### config.mk
export PLATFORM = sky130hd
export DESIGN_NAME = turntable_rate_limited_velocity_loop_unit
export DESIGN_NICKNAME = d
export VERILOG_FILES = /design/src/hw/rtl/trlvl_pkg.sv /design/src/hw/rtl/turntable_rate_limited_velocity_loop_unit.sv /design/src/hw/rtl/trlvl_ctrl.sv /design/src/hw/rtl/trlvl_dpath.sv
export VERILOG_INCLUDE_DIRS = /design/src /design/src/hw/rtl
export SDC_FILE = /design/constraint.sdc
export NUM_CORES = 2
export LEC_CHECK = 0
export BUFFER_PORTS_ARGS = -buffer_cell sky130_fd_sc_hd__buf_2
export CAP_MARGIN = 20
export CORE_UTILIZATION = 25
export DETAILED_ROUTE_END_ITERATION = 16
export SYNTH_ARGS = -nofsm -noshare
export SYNTH_HDL_FRONTEND = slang
export SYNTH_SLANG_ARGS = --single-unit
### constraint.sdc
create_clock -name i_clk -period 10.6 [get_ports i_clk]
set_input_delay 1.59 -clock i_clk [delete_from_list [all_inputs] [get_ports i_clk]]
set_output_delay 1.59 -clock i_clk [all_outputs]
set_load 0.05 [all_outputs]
### src/hw/rtl/assert_macros.svh
// Assertion macros shared by the RTL files that carry concurrent checks.
// Depends on nothing; expects i_clk and i_rst_n in the scope of each use.
`ifndef ASSERT_MACROS_SVH
`define ASSERT_MACROS_SVH

`ifndef NO_ASSERTIONS
`define ASSERT_ALWAYS(lbl, cond, msg) \
    lbl: assert property (@(posedge i_clk) disable iff (!i_rst_n) (cond)) else $error(msg);
`define ASSERT_NEXT(lbl, ante, cons, msg) \
    lbl: assert property (@(posedge i_clk) disable iff (!i_rst_n) (ante) |=> (cons)) \
        else $error(msg);
`define ASSERT_SAME(lbl, ante, cons, msg) \
    lbl: assert property (@(posedge i_clk) disable iff (!i_rst_n) (ante) |-> (cons)) \
        else $error(msg);
`else
`define ASSERT_ALWAYS(lbl, cond, msg)
`define ASSERT_NEXT(lbl, ante, cons, msg)
`define ASSERT_SAME(lbl, ante, cons, msg)
`endif

`endif

### src/hw/rtl/trlvl_pkg.sv
// Package of the turntable velocity loop: widths, register indexes and command types.
// Used by the controller, the datapath and the top level.
package trlvl_pkg;

    localparam int DAC_BITS = 12;
    localparam int IN_W     = 32;
    localparam int OUT_W    = ((DAC_BITS + 48 + 7) / 8) * 8;
    localparam int CFG_IW   = 3;
    localparam int CFG_DW   = 17;
    localparam logic signed [17:0] DAC_TOP = 18'((1 << DAC_BITS) - 1);

    localparam logic [CFG_IW-1:0] CFG_ACCEL  = 3'd0;
    localparam logic [CFG_IW-1:0] CFG_GAIN   = 3'd1;
    localparam logic [CFG_IW-1:0] CFG_DBAND  = 3'd2;
    localparam logic [CFG_IW-1:0] CFG_DRIVE  = 3'd3;
    localparam logic [CFG_IW-1:0] CFG_CENTER = 3'd4;
    localparam logic [CFG_IW-1:0] CFG_ENABLE = 3'd5;

    typedef enum logic [1:0] {
        MUL_STEP = 2'd0,
        MUL_TGT  = 2'd1,
        MUL_DAC  = 2'd2,
        MUL_ANG  = 2'd3
    } t_mul_op;

    typedef struct packed {
        t_mul_op mul_op;
        logic    cap_in;
        logic    cap_step;
        logic    upd_vel;
        logic    cap_dac;
        logic    upd_ang;
        logic    load_out;
    } t_cmd;

endpackage

### src/hw/rtl/turntable_rate_limited_velocity_loop_unit.sv
// Top level of the turntable rate-limited velocity loop.
// Depends on trlvl_pkg, trlvl_ctrl, trlvl_dpath and assert_macros.svh.
//
// Usage:
//   The slave stream takes one control tick per transfer: heading error and
//   elapsed time. The master stream returns one result per tick: DAC code,
//   turn velocity and integrated table angle.
//   The configuration channel writes one register per transfer by index; it is
//   always ready and is meant to be used while no tick is in flight.
//   A tick passes the states step, target, update, drive, angle, accumulate and
//   output before its result reaches the master side. One 18 by 18 multiplier is
//   shared by the four products of a tick (step, target, drive and angle), so a
//   new tick is taken only once the sequencer is back in its idle state.
//   An output register holds the result, so the next tick is taken while a
//   result still waits. If the receiver stalls longer, the sequencer holds in
//   its last step until the output register frees.
//   Reset (synchronous, active low) loads the register defaults and clears the
//   velocity and the table angle.
`include "assert_macros.svh"

module turntable_rate_limited_velocity_loop_unit (
    input  logic                                 i_clk,
    input  logic                                 i_rst_n,
    input  logic                                 s_axis_tvalid,
    output logic                                 s_axis_tready,
    // heading_error[15:0], elapsed_time[27:16], zero fill
    input  logic [trlvl_pkg::IN_W-1:0]           s_axis_tdata,
    output logic                                 m_axis_tvalid,
    input  logic                                 m_axis_tready,
    // dac_code, turn_velocity (16 bits), table_angle (32 bits), zero fill
    output logic [trlvl_pkg::OUT_W-1:0]          m_axis_tdata,
    input  logic                                 i_cfg_valid,
    output logic                                 o_cfg_ready,
    input  logic [trlvl_pkg::CFG_IW-1:0]         i_cfg_index,
    input  logic [trlvl_pkg::CFG_DW-1:0]         i_cfg_data
);

    trlvl_pkg::t_cmd                cmd;
    logic [trlvl_pkg::DAC_BITS-1:0] dac_code;
    logic signed [15:0]             turn_velocity;
    logic signed [31:0]             table_angle;
    logic                           vel_ok;

    assign o_cfg_ready = 1'b1;

    trlvl_ctrl u_ctrl (
        .i_clk       (i_clk),
        .i_rst_n     (i_rst_n),
        .i_in_valid  (s_axis_tvalid),
        .o_in_ready  (s_axis_tready),
        .o_out_valid (m_axis_tvalid),
        .i_out_ready (m_axis_tready),
        .o_cmd       (cmd)
    );

    trlvl_dpath u_dpath (
        .i_clk           (i_clk),
        .i_rst_n         (i_rst_n),
        .i_cmd           (cmd),
        .i_cfg_we        (i_cfg_valid),
        .i_cfg_index     (i_cfg_index),
        .i_cfg_data      (i_cfg_data),
        .i_heading_error (signed'(s_axis_tdata[15:0])),
        .i_elapsed_time  (s_axis_tdata[27:16]),
        .o_dac_code      (dac_code),
        .o_turn_velocity (turn_velocity),
        .o_table_angle   (table_angle)
    );

    assign m_axis_tdata = trlvl_pkg::OUT_W'({table_angle, turn_velocity, dac_code});

    assign vel_ok = (turn_velocity <= 16'sd16384) && (turn_velocity >= -16'sd16384);

    `ASSERT_NEXT(a_busy_after_accept, s_axis_tvalid && s_axis_tready, !s_axis_tready, "not busy")
    `ASSERT_SAME(a_vel_range, m_axis_tvalid, vel_ok, "velocity out of range")
    `ASSERT_SAME(a_result_from_seq, $rose(m_axis_tvalid), !$past(s_axis_tready), "no work")

endmodule

### src/hw/rtl/trlvl_ctrl.sv
// Sequencer of the turntable velocity loop: steps one item through the shared multiplier.
// Depends on trlvl_pkg; drives the datapath by a command struct.
module trlvl_ctrl (
    input  logic            i_clk,
    input  logic            i_rst_n,
    input  logic            i_in_valid,
    output logic            o_in_ready,
    output logic            o_out_valid,
    input  logic            i_out_ready,
    output trlvl_pkg::t_cmd o_cmd
);

    typedef enum logic [7:0] {
        S_IDLE  = 8'b0000_0001,
        S_MSTEP = 8'b0000_0010,
        S_MTGT  = 8'b0000_0100,
        S_UPD   = 8'b0000_1000,
        S_MDAC  = 8'b0001_0000,
        S_MANG  = 8'b0010_0000,
        S_ACC   = 8'b0100_0000,
        S_OUT   = 8'b1000_0000
    } t_state;

    t_state r_state, n_state;
    logic   r_out_valid, n_out_valid;
    logic   slot_free;

    assign slot_free  = !r_out_valid || i_out_ready;
    assign o_in_ready = (r_state == S_IDLE);
    assign o_out_valid = r_out_valid;

    always_comb begin
        n_state      = r_state;
        n_out_valid  = r_out_valid && !i_out_ready;
        o_cmd        = '0;
        o_cmd.mul_op = trlvl_pkg::MUL_STEP;
        case (r_state)
            S_IDLE: begin
                if (i_in_valid) begin
                    o_cmd.cap_in = 1'b1;
                    n_state      = S_MSTEP;
                end
            end
            S_MSTEP: begin
                o_cmd.mul_op = trlvl_pkg::MUL_STEP;
                n_state      = S_MTGT;
            end
            S_MTGT: begin
                o_cmd.cap_step = 1'b1;
                o_cmd.mul_op   = trlvl_pkg::MUL_TGT;
                n_state        = S_UPD;
            end
            S_UPD: begin
                o_cmd.upd_vel = 1'b1;
                n_state       = S_MDAC;
            end
            S_MDAC: begin
                o_cmd.mul_op = trlvl_pkg::MUL_DAC;
                n_state      = S_MANG;
            end
            S_MANG: begin
                o_cmd.cap_dac = 1'b1;
                o_cmd.mul_op  = trlvl_pkg::MUL_ANG;
                n_state       = S_ACC;
            end
            S_ACC: begin
                o_cmd.upd_ang = 1'b1;
                n_state       = S_OUT;
            end
            S_OUT: begin
                if (slot_free) begin
                    o_cmd.load_out = 1'b1;
                    n_out_valid    = 1'b1;
                    n_state        = S_IDLE;
                end
            end
            default: begin
                n_state = S_IDLE;
            end
        endcase
    end

    always_ff @(posedge i_clk) begin
        if (!i_rst_n) begin
            r_state     <= S_IDLE;
            r_out_valid <= 1'b0;
        end else begin
            r_state     <= n_state;
            r_out_valid <= n_out_valid;
        end
    end

endmodule

### src/hw/rtl/trlvl_dpath.sv
// Datapath of the turntable velocity loop: registers, shared multiplier and update logic.
// Depends on trlvl_pkg; follows the command struct from trlvl_ctrl.
module trlvl_dpath (
    input  logic                                 i_clk,
    input  logic                                 i_rst_n,
    input  trlvl_pkg::t_cmd                      i_cmd,
    input  logic                                 i_cfg_we,
    input  logic [trlvl_pkg::CFG_IW-1:0]         i_cfg_index,
    input  logic [trlvl_pkg::CFG_DW-1:0]         i_cfg_data,
    input  logic signed [15:0]                   i_heading_error,
    input  logic [11:0]                          i_elapsed_time,
    output logic [trlvl_pkg::DAC_BITS-1:0]       o_dac_code,
    output logic signed [15:0]                   o_turn_velocity,
    output logic signed [31:0]                   o_table_angle
);

    logic [16:0]        r_accel;
    logic [11:0]        r_gain;
    logic [14:0]        r_dband;
    logic [11:0]        r_drive;
    logic [11:0]        r_center;
    logic               r_enable;

    logic signed [15:0] r_err;
    logic [11:0]        r_dt;
    logic [19:0]        r_step;
    logic signed [35:0] r_prod;
    logic signed [15:0] r_vel, n_vel;
    logic [31:0]        r_angle;
    logic [trlvl_pkg::DAC_BITS-1:0] r_dac, n_dac;

    logic [trlvl_pkg::DAC_BITS-1:0] r_out_dac;
    logic signed [15:0] r_out_vel;
    logic [31:0]        r_out_ang;

    logic signed [17:0] mul_a, mul_b;
    logic [29:0]        step_sum;
    logic signed [29:0] tgt;
    logic signed [21:0] v22, step22, nv_dn, nv_up, nv;
    logic signed [16:0] err17, db17;
    logic               outside;
    logic signed [27:0] dac_round;
    logic signed [13:0] dac_shift;
    logic signed [17:0] dac_sum;

    function automatic logic signed [29:0] times64(input logic signed [21:0] x);
        return signed'({{2{x[21]}}, x, 6'b0});
    endfunction

    always_comb begin
        case (i_cmd.mul_op)
            trlvl_pkg::MUL_STEP: begin
                mul_a = signed'({1'b0, r_accel});
                mul_b = signed'({6'b0, r_dt});
            end
            trlvl_pkg::MUL_TGT: begin
                mul_a = signed'({6'b0, r_gain});
                mul_b = signed'({{2{r_err[15]}}, r_err});
            end
            trlvl_pkg::MUL_DAC: begin
                mul_a = signed'({{2{r_vel[15]}}, r_vel});
                mul_b = signed'({6'b0, r_drive});
            end
            default: begin
                mul_a = signed'({{2{r_vel[15]}}, r_vel});
                mul_b = signed'({6'b0, r_dt});
            end
        endcase
    end

    assign step_sum = r_prod[29:0] + 30'd512;

    always_comb begin
        tgt     = -r_prod[29:0];
        v22     = signed'({{6{r_vel[15]}}, r_vel});
        step22  = signed'({2'b0, r_step});
        nv_dn   = v22 - step22;
        nv_up   = v22 + step22;
        err17   = signed'({r_err[15], r_err});
        db17    = signed'({2'b0, r_dband});
        outside = (err17 > db17) || (err17 < -db17);
        nv      = v22;
        if (outside) begin
            if (times64(v22) > tgt) begin
                if (times64(nv_dn) >= tgt) begin
                    nv = nv_dn;
                end
            end else if (times64(v22) < tgt) begin
                if (times64(nv_up) <= tgt) begin
                    nv = nv_up;
                end
            end
        end else if (v22 < 0) begin
            nv = (nv_up > 0) ? 22'sd0 : nv_up;
        end else if (v22 > 0) begin
            nv = (nv_dn < 0) ? 22'sd0 : nv_dn;
        end
        if (nv > 22'sd16384) begin
            n_vel = 16'sd16384;
        end else if (nv < -22'sd16384) begin
            n_vel = -16'sd16384;
        end else begin
            n_vel = nv[15:0];
        end
    end

    always_comb begin
        dac_round = r_prod[27:0] + 28'sd8192;
        dac_shift = dac_round[27:14];
        if (r_enable) begin
            dac_sum = signed'({6'b0, r_center}) + 18'(dac_shift);
        end else begin
            dac_sum = signed'({6'b0, r_center});
        end
        if (dac_sum < 0) begin
            n_dac = '0;
        end else if (dac_sum > trlvl_pkg::DAC_TOP) begin
            n_dac = trlvl_pkg::DAC_TOP[trlvl_pkg::DAC_BITS-1:0];
        end else begin
            n_dac = dac_sum[trlvl_pkg::DAC_BITS-1:0];
        end
    end

    always_ff @(posedge i_clk) begin
        if (!i_rst_n) begin
            r_accel  <= 17'd32768;
            r_gain   <= 12'd512;
            r_dband  <= 15'd357;
            r_drive  <= 12'd1019;
            r_center <= 12'd2048;
            r_enable <= 1'b1;
            r_vel    <= '0;
            r_angle  <= '0;
        end else begin
            if (i_cfg_we) begin
                case (i_cfg_index)
                    trlvl_pkg::CFG_ACCEL:  r_accel  <= i_cfg_data[16:0];
                    trlvl_pkg::CFG_GAIN:   r_gain   <= i_cfg_data[11:0];
                    trlvl_pkg::CFG_DBAND:  r_dband  <= i_cfg_data[14:0];
                    trlvl_pkg::CFG_DRIVE:  r_drive  <= i_cfg_data[11:0];
                    trlvl_pkg::CFG_CENTER: r_center <= i_cfg_data[11:0];
                    trlvl_pkg::CFG_ENABLE: r_enable <= i_cfg_data[0];
                    default: begin
                    end
                endcase
            end
            if (i_cmd.upd_vel) begin
                r_vel <= n_vel;
            end
            if (i_cmd.upd_ang) begin
                r_angle <= r_angle + r_prod[31:0];
            end
        end
    end

    always_ff @(posedge i_clk) begin
        r_prod <= mul_a * mul_b;
        if (i_cmd.cap_in) begin
            r_err <= i_heading_error;
            r_dt  <= i_elapsed_time;
        end
        if (i_cmd.cap_step) begin
            r_step <= step_sum[29:10];
        end
        if (i_cmd.cap_dac) begin
            r_dac <= n_dac;
        end
        if (i_cmd.load_out) begin
            r_out_dac <= r_dac;
            r_out_vel <= r_vel;
            r_out_ang <= r_angle;
        end
    end

    assign o_dac_code      = r_out_dac;
    assign o_turn_velocity = r_out_vel;
    assign o_table_angle   = signed'(r_out_ang);

endmodule

==> impl_metrics.ini <==
[floorplan]
number_of_primary_i_o_pins = 124
rows = 125
chipWidth_um = 345
design.die.area_mm2 = 0.119
start_util_pct = 25.3
die_h_um = 345
core_mm2 = 0.117

[setup_path]
worst-r2r-cell-count = 34
data_arrival_time_of_the_critical_path_ns = 10.08
worst_path_max_delay_cell = a2111oi_0
crit_type = flip-flop to flip-flop
reg2reg_slack_ns = 0.95
critical_path_fanout_max = 16
crit_required_ns = 11.04
critPathLaunchType = flip-flop
timing.critical_path.from = u_ctrl.r_state[3]
crit_reg_reg_startpoint = u_ctrl.r_state[3]
cp-endpoint = u_dpath.r_prod[31]
cp.buffers_inverters = 5
worst_path_dominant_cell_family = adder cells
number_of_stages_on_the_worst_setup_path = 34
end_kind = flip-flop
regToRegEndpoint = u_dpath.r_prod[31]
crit_path_max_incr_delay_ns = 0.93

[power_and_ir_drop]
power.density_cell_area_mw_per_mm2 = 109
power.total_mw = 3.61
worst_case_vdd_ir_drop_mv = 0.103
power_leakage_nw = 14.9

[clocking]
hold_buffer_count_at_cts = 0
clockBufferDepth = 3
clk_pin_slew_ns = 0.06
cts-buffers-inserted = 36
post_cts.resized_instances = 0
worstSkewPairLatency_ns = 0.56
clock_tree.htree_level_count = 2
post-cts-setup-buffers = 0
clock_sinks = 278
cts_tree = built
cts-root-buf = clkbuf_16

[synthesis]
synth_top_area_cell = fa_1
proportion_of_netlist_area_held_by_the_largest_area_contributor_pct = 20.3
synth.yosys.warnings = 0
netlist_top_cells_area = fa_1 (20%), edfxtp_1 (12%), ha_1 (12%)
synth_edf_count = 120
ys_types = 88
proportion_of_synthesized_chip_area_in_sequential_cells_pct = 23.0
synthArstFlopShare_pct = 0
dominantRegCellSynth = dfxtp_1
netlist_instances = 3375
syn-cell-area_mm2 = 0.0295
postSynthRegisterBits = 278
avgSynthCellArea_um2 = 8.73

[layout]
multi_input_area_mm2 = 0.0204
post-route-util_pct = 28.4
design_area_mm2 = 0.0331
fillers = 12300
stdcell_count = 5016
area_occupied_by_registers_mm2 = 0.00677
area.growth.synth_to_final_pct = 12.5
n_diodes = 0
nNetsFinal = 4105
drive_above_1_share_pct = 8.08

[global_routing]
grt_first_pass_wirelength_um = 143000
antenna_found_initial = 3
grt_max_degree = 76
congestion_overflow_gr = 0
grtUsageTotal_pct = 15.5
first_global_vias = 24300

[min_path]
class_of_the_tightest_hold_or_removal_check = flip-flop to flip-flop

[routing]
routed-via-count = 24000
wl_per_cell_um = 18.4
detailedRoute.firstIterationViolations = 1727
drt_drc_violations_left = 0
detail_route.wirelength_um = 92500
route.detailed.vias_per_inst = 4.79
drt_pass1_iterations = 6
detail-route-antenna-nets = 0

[timing]
report.final.hold_viol_count = 0
worst-slew-pin-transition_ns = 0.993
max_clock_freq_mhz = 104
slew_headroom_pct = 32.1
rsz0062_at_grt = false
timing.final.max_slew_violations = 0
final.period_utilization_pct = 91.0
fin_crit_ns = 9.65
fin_setup_tns_ns = 0
clock-skew-final_ns = 0.0263
finalSetupViolations = 0

[place]
placedInstanceArea_mm2 = 0.0319
detailed_place_hpwl_um = 74700
place_inst = 4949
io_buffers = 114
globalplace.congestion = 0.939

[flow_run]
max_cap_violations = 0

[run_status]
run_status = complete, no violations
-- final cells by class --
| class | count | share of cell area (%) |
|---|---|---|
| multi-input cells | 2488 | 61.5 |
| flip-flops and latches | 278 | 20.4 |
| well taps | 1524 | 5.76 |
| inverters | 489 | 5.54 |
| clock buffers | 49 | 3.08 |
| repair buffers | 171 | 3.02 |
| clock inverters | 17 | 0.631 |
-- worst min path at each step --
stage / from / end / slack [ns] / depth (start not counted)
after floorplan: u_dpath.r_dac[0] / u_dpath.o_dac_code[0] / 0.40 / 0
after global routing: u_dpath.r_dac[3] / u_dpath.o_dac_code[3] / 0.42 / 0
final: u_dpath.r_dac[5] / u_dpath.o_dac_code[5] / 0.42 / 0
after detailed placement: u_dpath.r_dac[7] / u_dpath.o_dac_code[7] / 0.41 / 0
after global placement: u_dpath.r_dac[6] / u_dpath.o_dac_code[6] / 0.41 / 0
after CTS: u_dpath.r_dac[7] / u_dpath.o_dac_code[7] / 0.42 / 0
-- sequential cells by signal (all words and copies together), names as in the netlist --
| signal | count |
|---|---|
| u_dpath.r_angle | 32 |
| u_ctrl.r_state | 8 |
| u_dpath.o_table_angle | 32 |
| u_dpath.r_vel | 16 |
| u_dpath.r_enable | 1 |
| u_dpath.r_accel | 17 |
| u_dpath.r_dband | 15 |
| u_dpath.o_dac_code | 12 |
| u_dpath.r_dac | 12 |
| u_dpath.r_center | 12 |
| u_dpath.r_gain | 12 |
| u_dpath.r_step | 20 |
| u_dpath.o_turn_velocity | 16 |
| u_dpath.r_dt | 12 |
| u_dpath.r_err | 16 |
| u_dpath.r_drive | 12 |
| u_dpath.r_prod | 32 |
| u_ctrl.o_out_valid | 1 |
-- worst register-to-register path: cells and delay by family (launching register included) --
family | cells | cell delay (ns)
buffers and inverters | 5 | 0.31
AND/OR/NAND/NOR | 9 | 1.65
adder cells (fa/ha/maj) | 9 | 3.61
flip-flops | 1 | 0.33
AO/OA/AOI/OAI | 10 | 3.48
multiplexers | 1 | 0.17
-- cell usage after synthesis, types with 8 or more instances --
| cell type | number |
|---|---|
| a2111oi_0 | 9 |
| a211o_1 | 8 |
| a211oi_1 | 21 |
| a21boi_0 | 64 |
| a21o_1 | 62 |
| a21oi_1 | 128 |
| a221oi_1 | 8 |
| a22oi_1 | 23 |
| a31oi_1 | 15 |
| and2_1 | 44 |
| and3_1 | 24 |
| buf_2 | 12 |
| clkbuf_1 | 99 |
| dfxtp_1 | 158 |
| edfxtp_1 | 120 |
| fa_1 | 299 |
| ha_1 | 285 |
| inv_1 | 482 |
| mux2i_1 | 8 |
| nand2_1 | 428 |
| nand2b_1 | 28 |
| nand3_1 | 94 |
| nand4_1 | 35 |
| nor2_1 | 302 |
| nor2b_1 | 24 |
| nor3_1 | 47 |
| nor3b_1 | 10 |
| nor4_1 | 19 |
| o211ai_1 | 20 |
| o21a_1 | 14 |
| o21ai_0 | 89 |
| o21ai_1 | 21 |
| o21bai_1 | 17 |
| o221a_2 | 11 |
| o221ai_1 | 15 |
| o31ai_1 | 10 |
| or2_2 | 11 |
| or3_1 | 23 |
| or4_1 | 8 |
| xnor2_1 | 112 |
| xor2_1 | 56 |
-- per-stage QoR --
stage | hold slack, ns | worst slack (ns)
finish | 0.418 | 0.954
global route | 0.424 | 0.348
CTS | 0.419 | 0.997
detailed placement | 0.405 | 1.09
global placement | 0.405 | 1.20
floorplan | 0.400 | 1.85
-- cells in the final DEF, fill, tap and decap left out, types with 17 or more instances in the layout --
master | Yosys | routed
nand3_1 | 94 | 94
a21oi_1 | 128 | 128
o211ai_1 | 20 | 20
a21boi_0 | 64 | 64
nand2b_1 | 28 | 28
xnor2_1 | 112 | 112
o21ai_0 | 89 | 89
or3_1 | 23 | 23
a22oi_1 | 23 | 23
buf_4 | 6 | 58
and3_1 | 24 | 24
nor2_1 | 302 | 302
nand2_1 | 428 | 428
o21bai_1 | 17 | 17
nand4_1 | 35 | 35
xor2_1 | 56 | 56
ha_1 | 285 | 285
buf_2 | 12 | 113
and2_1 | 44 | 44
nor3_1 | 47 | 46
o21ai_1 | 21 | 21
a211oi_1 | 21 | 21
a21o_1 | 62 | 62
edfxtp_1 | 120 | 120
dfxtp_1 | 158 | 158
inv_1 | 482 | 482
nor2b_1 | 24 | 23
clkbuf_16 | 0 | 37
nor4_1 | 19 | 19
fa_1 | 299 | 299
-- cells by family after synthesis --
group,synth area share (%)
AND/OR/NAND/NOR,17.5
buffers and inverters,7.92
AO/OA/AOI/OAI,13.8
adder cells (fa/ha/maj),32.4
flip-flops,23.0
XOR/XNOR,4.99
multiplexers,0.408
other,0.0255
-- power breakdown --
part | switching (mW) | internal (mW) | total (mW)
sequential | 0.113 | 1.18 | 1.29
clock | 0.496 | 0.778 | 1.27
combinational | 0.647 | 0.394 | 1.04
-- per-layer routing --
metal / wire, µm / track usage (%) / vias to the layer above
met1: 38000 / 19.1 / 11700
met4: 3700 / 5.86 / 2
met3: 5740 / 2.19 / 176
met2: 45000 / 27.4 / 736
met5: 7 / 0 / -
li1: - / - / 11400
No activity file was read; power rests on OpenSTA's default activity.
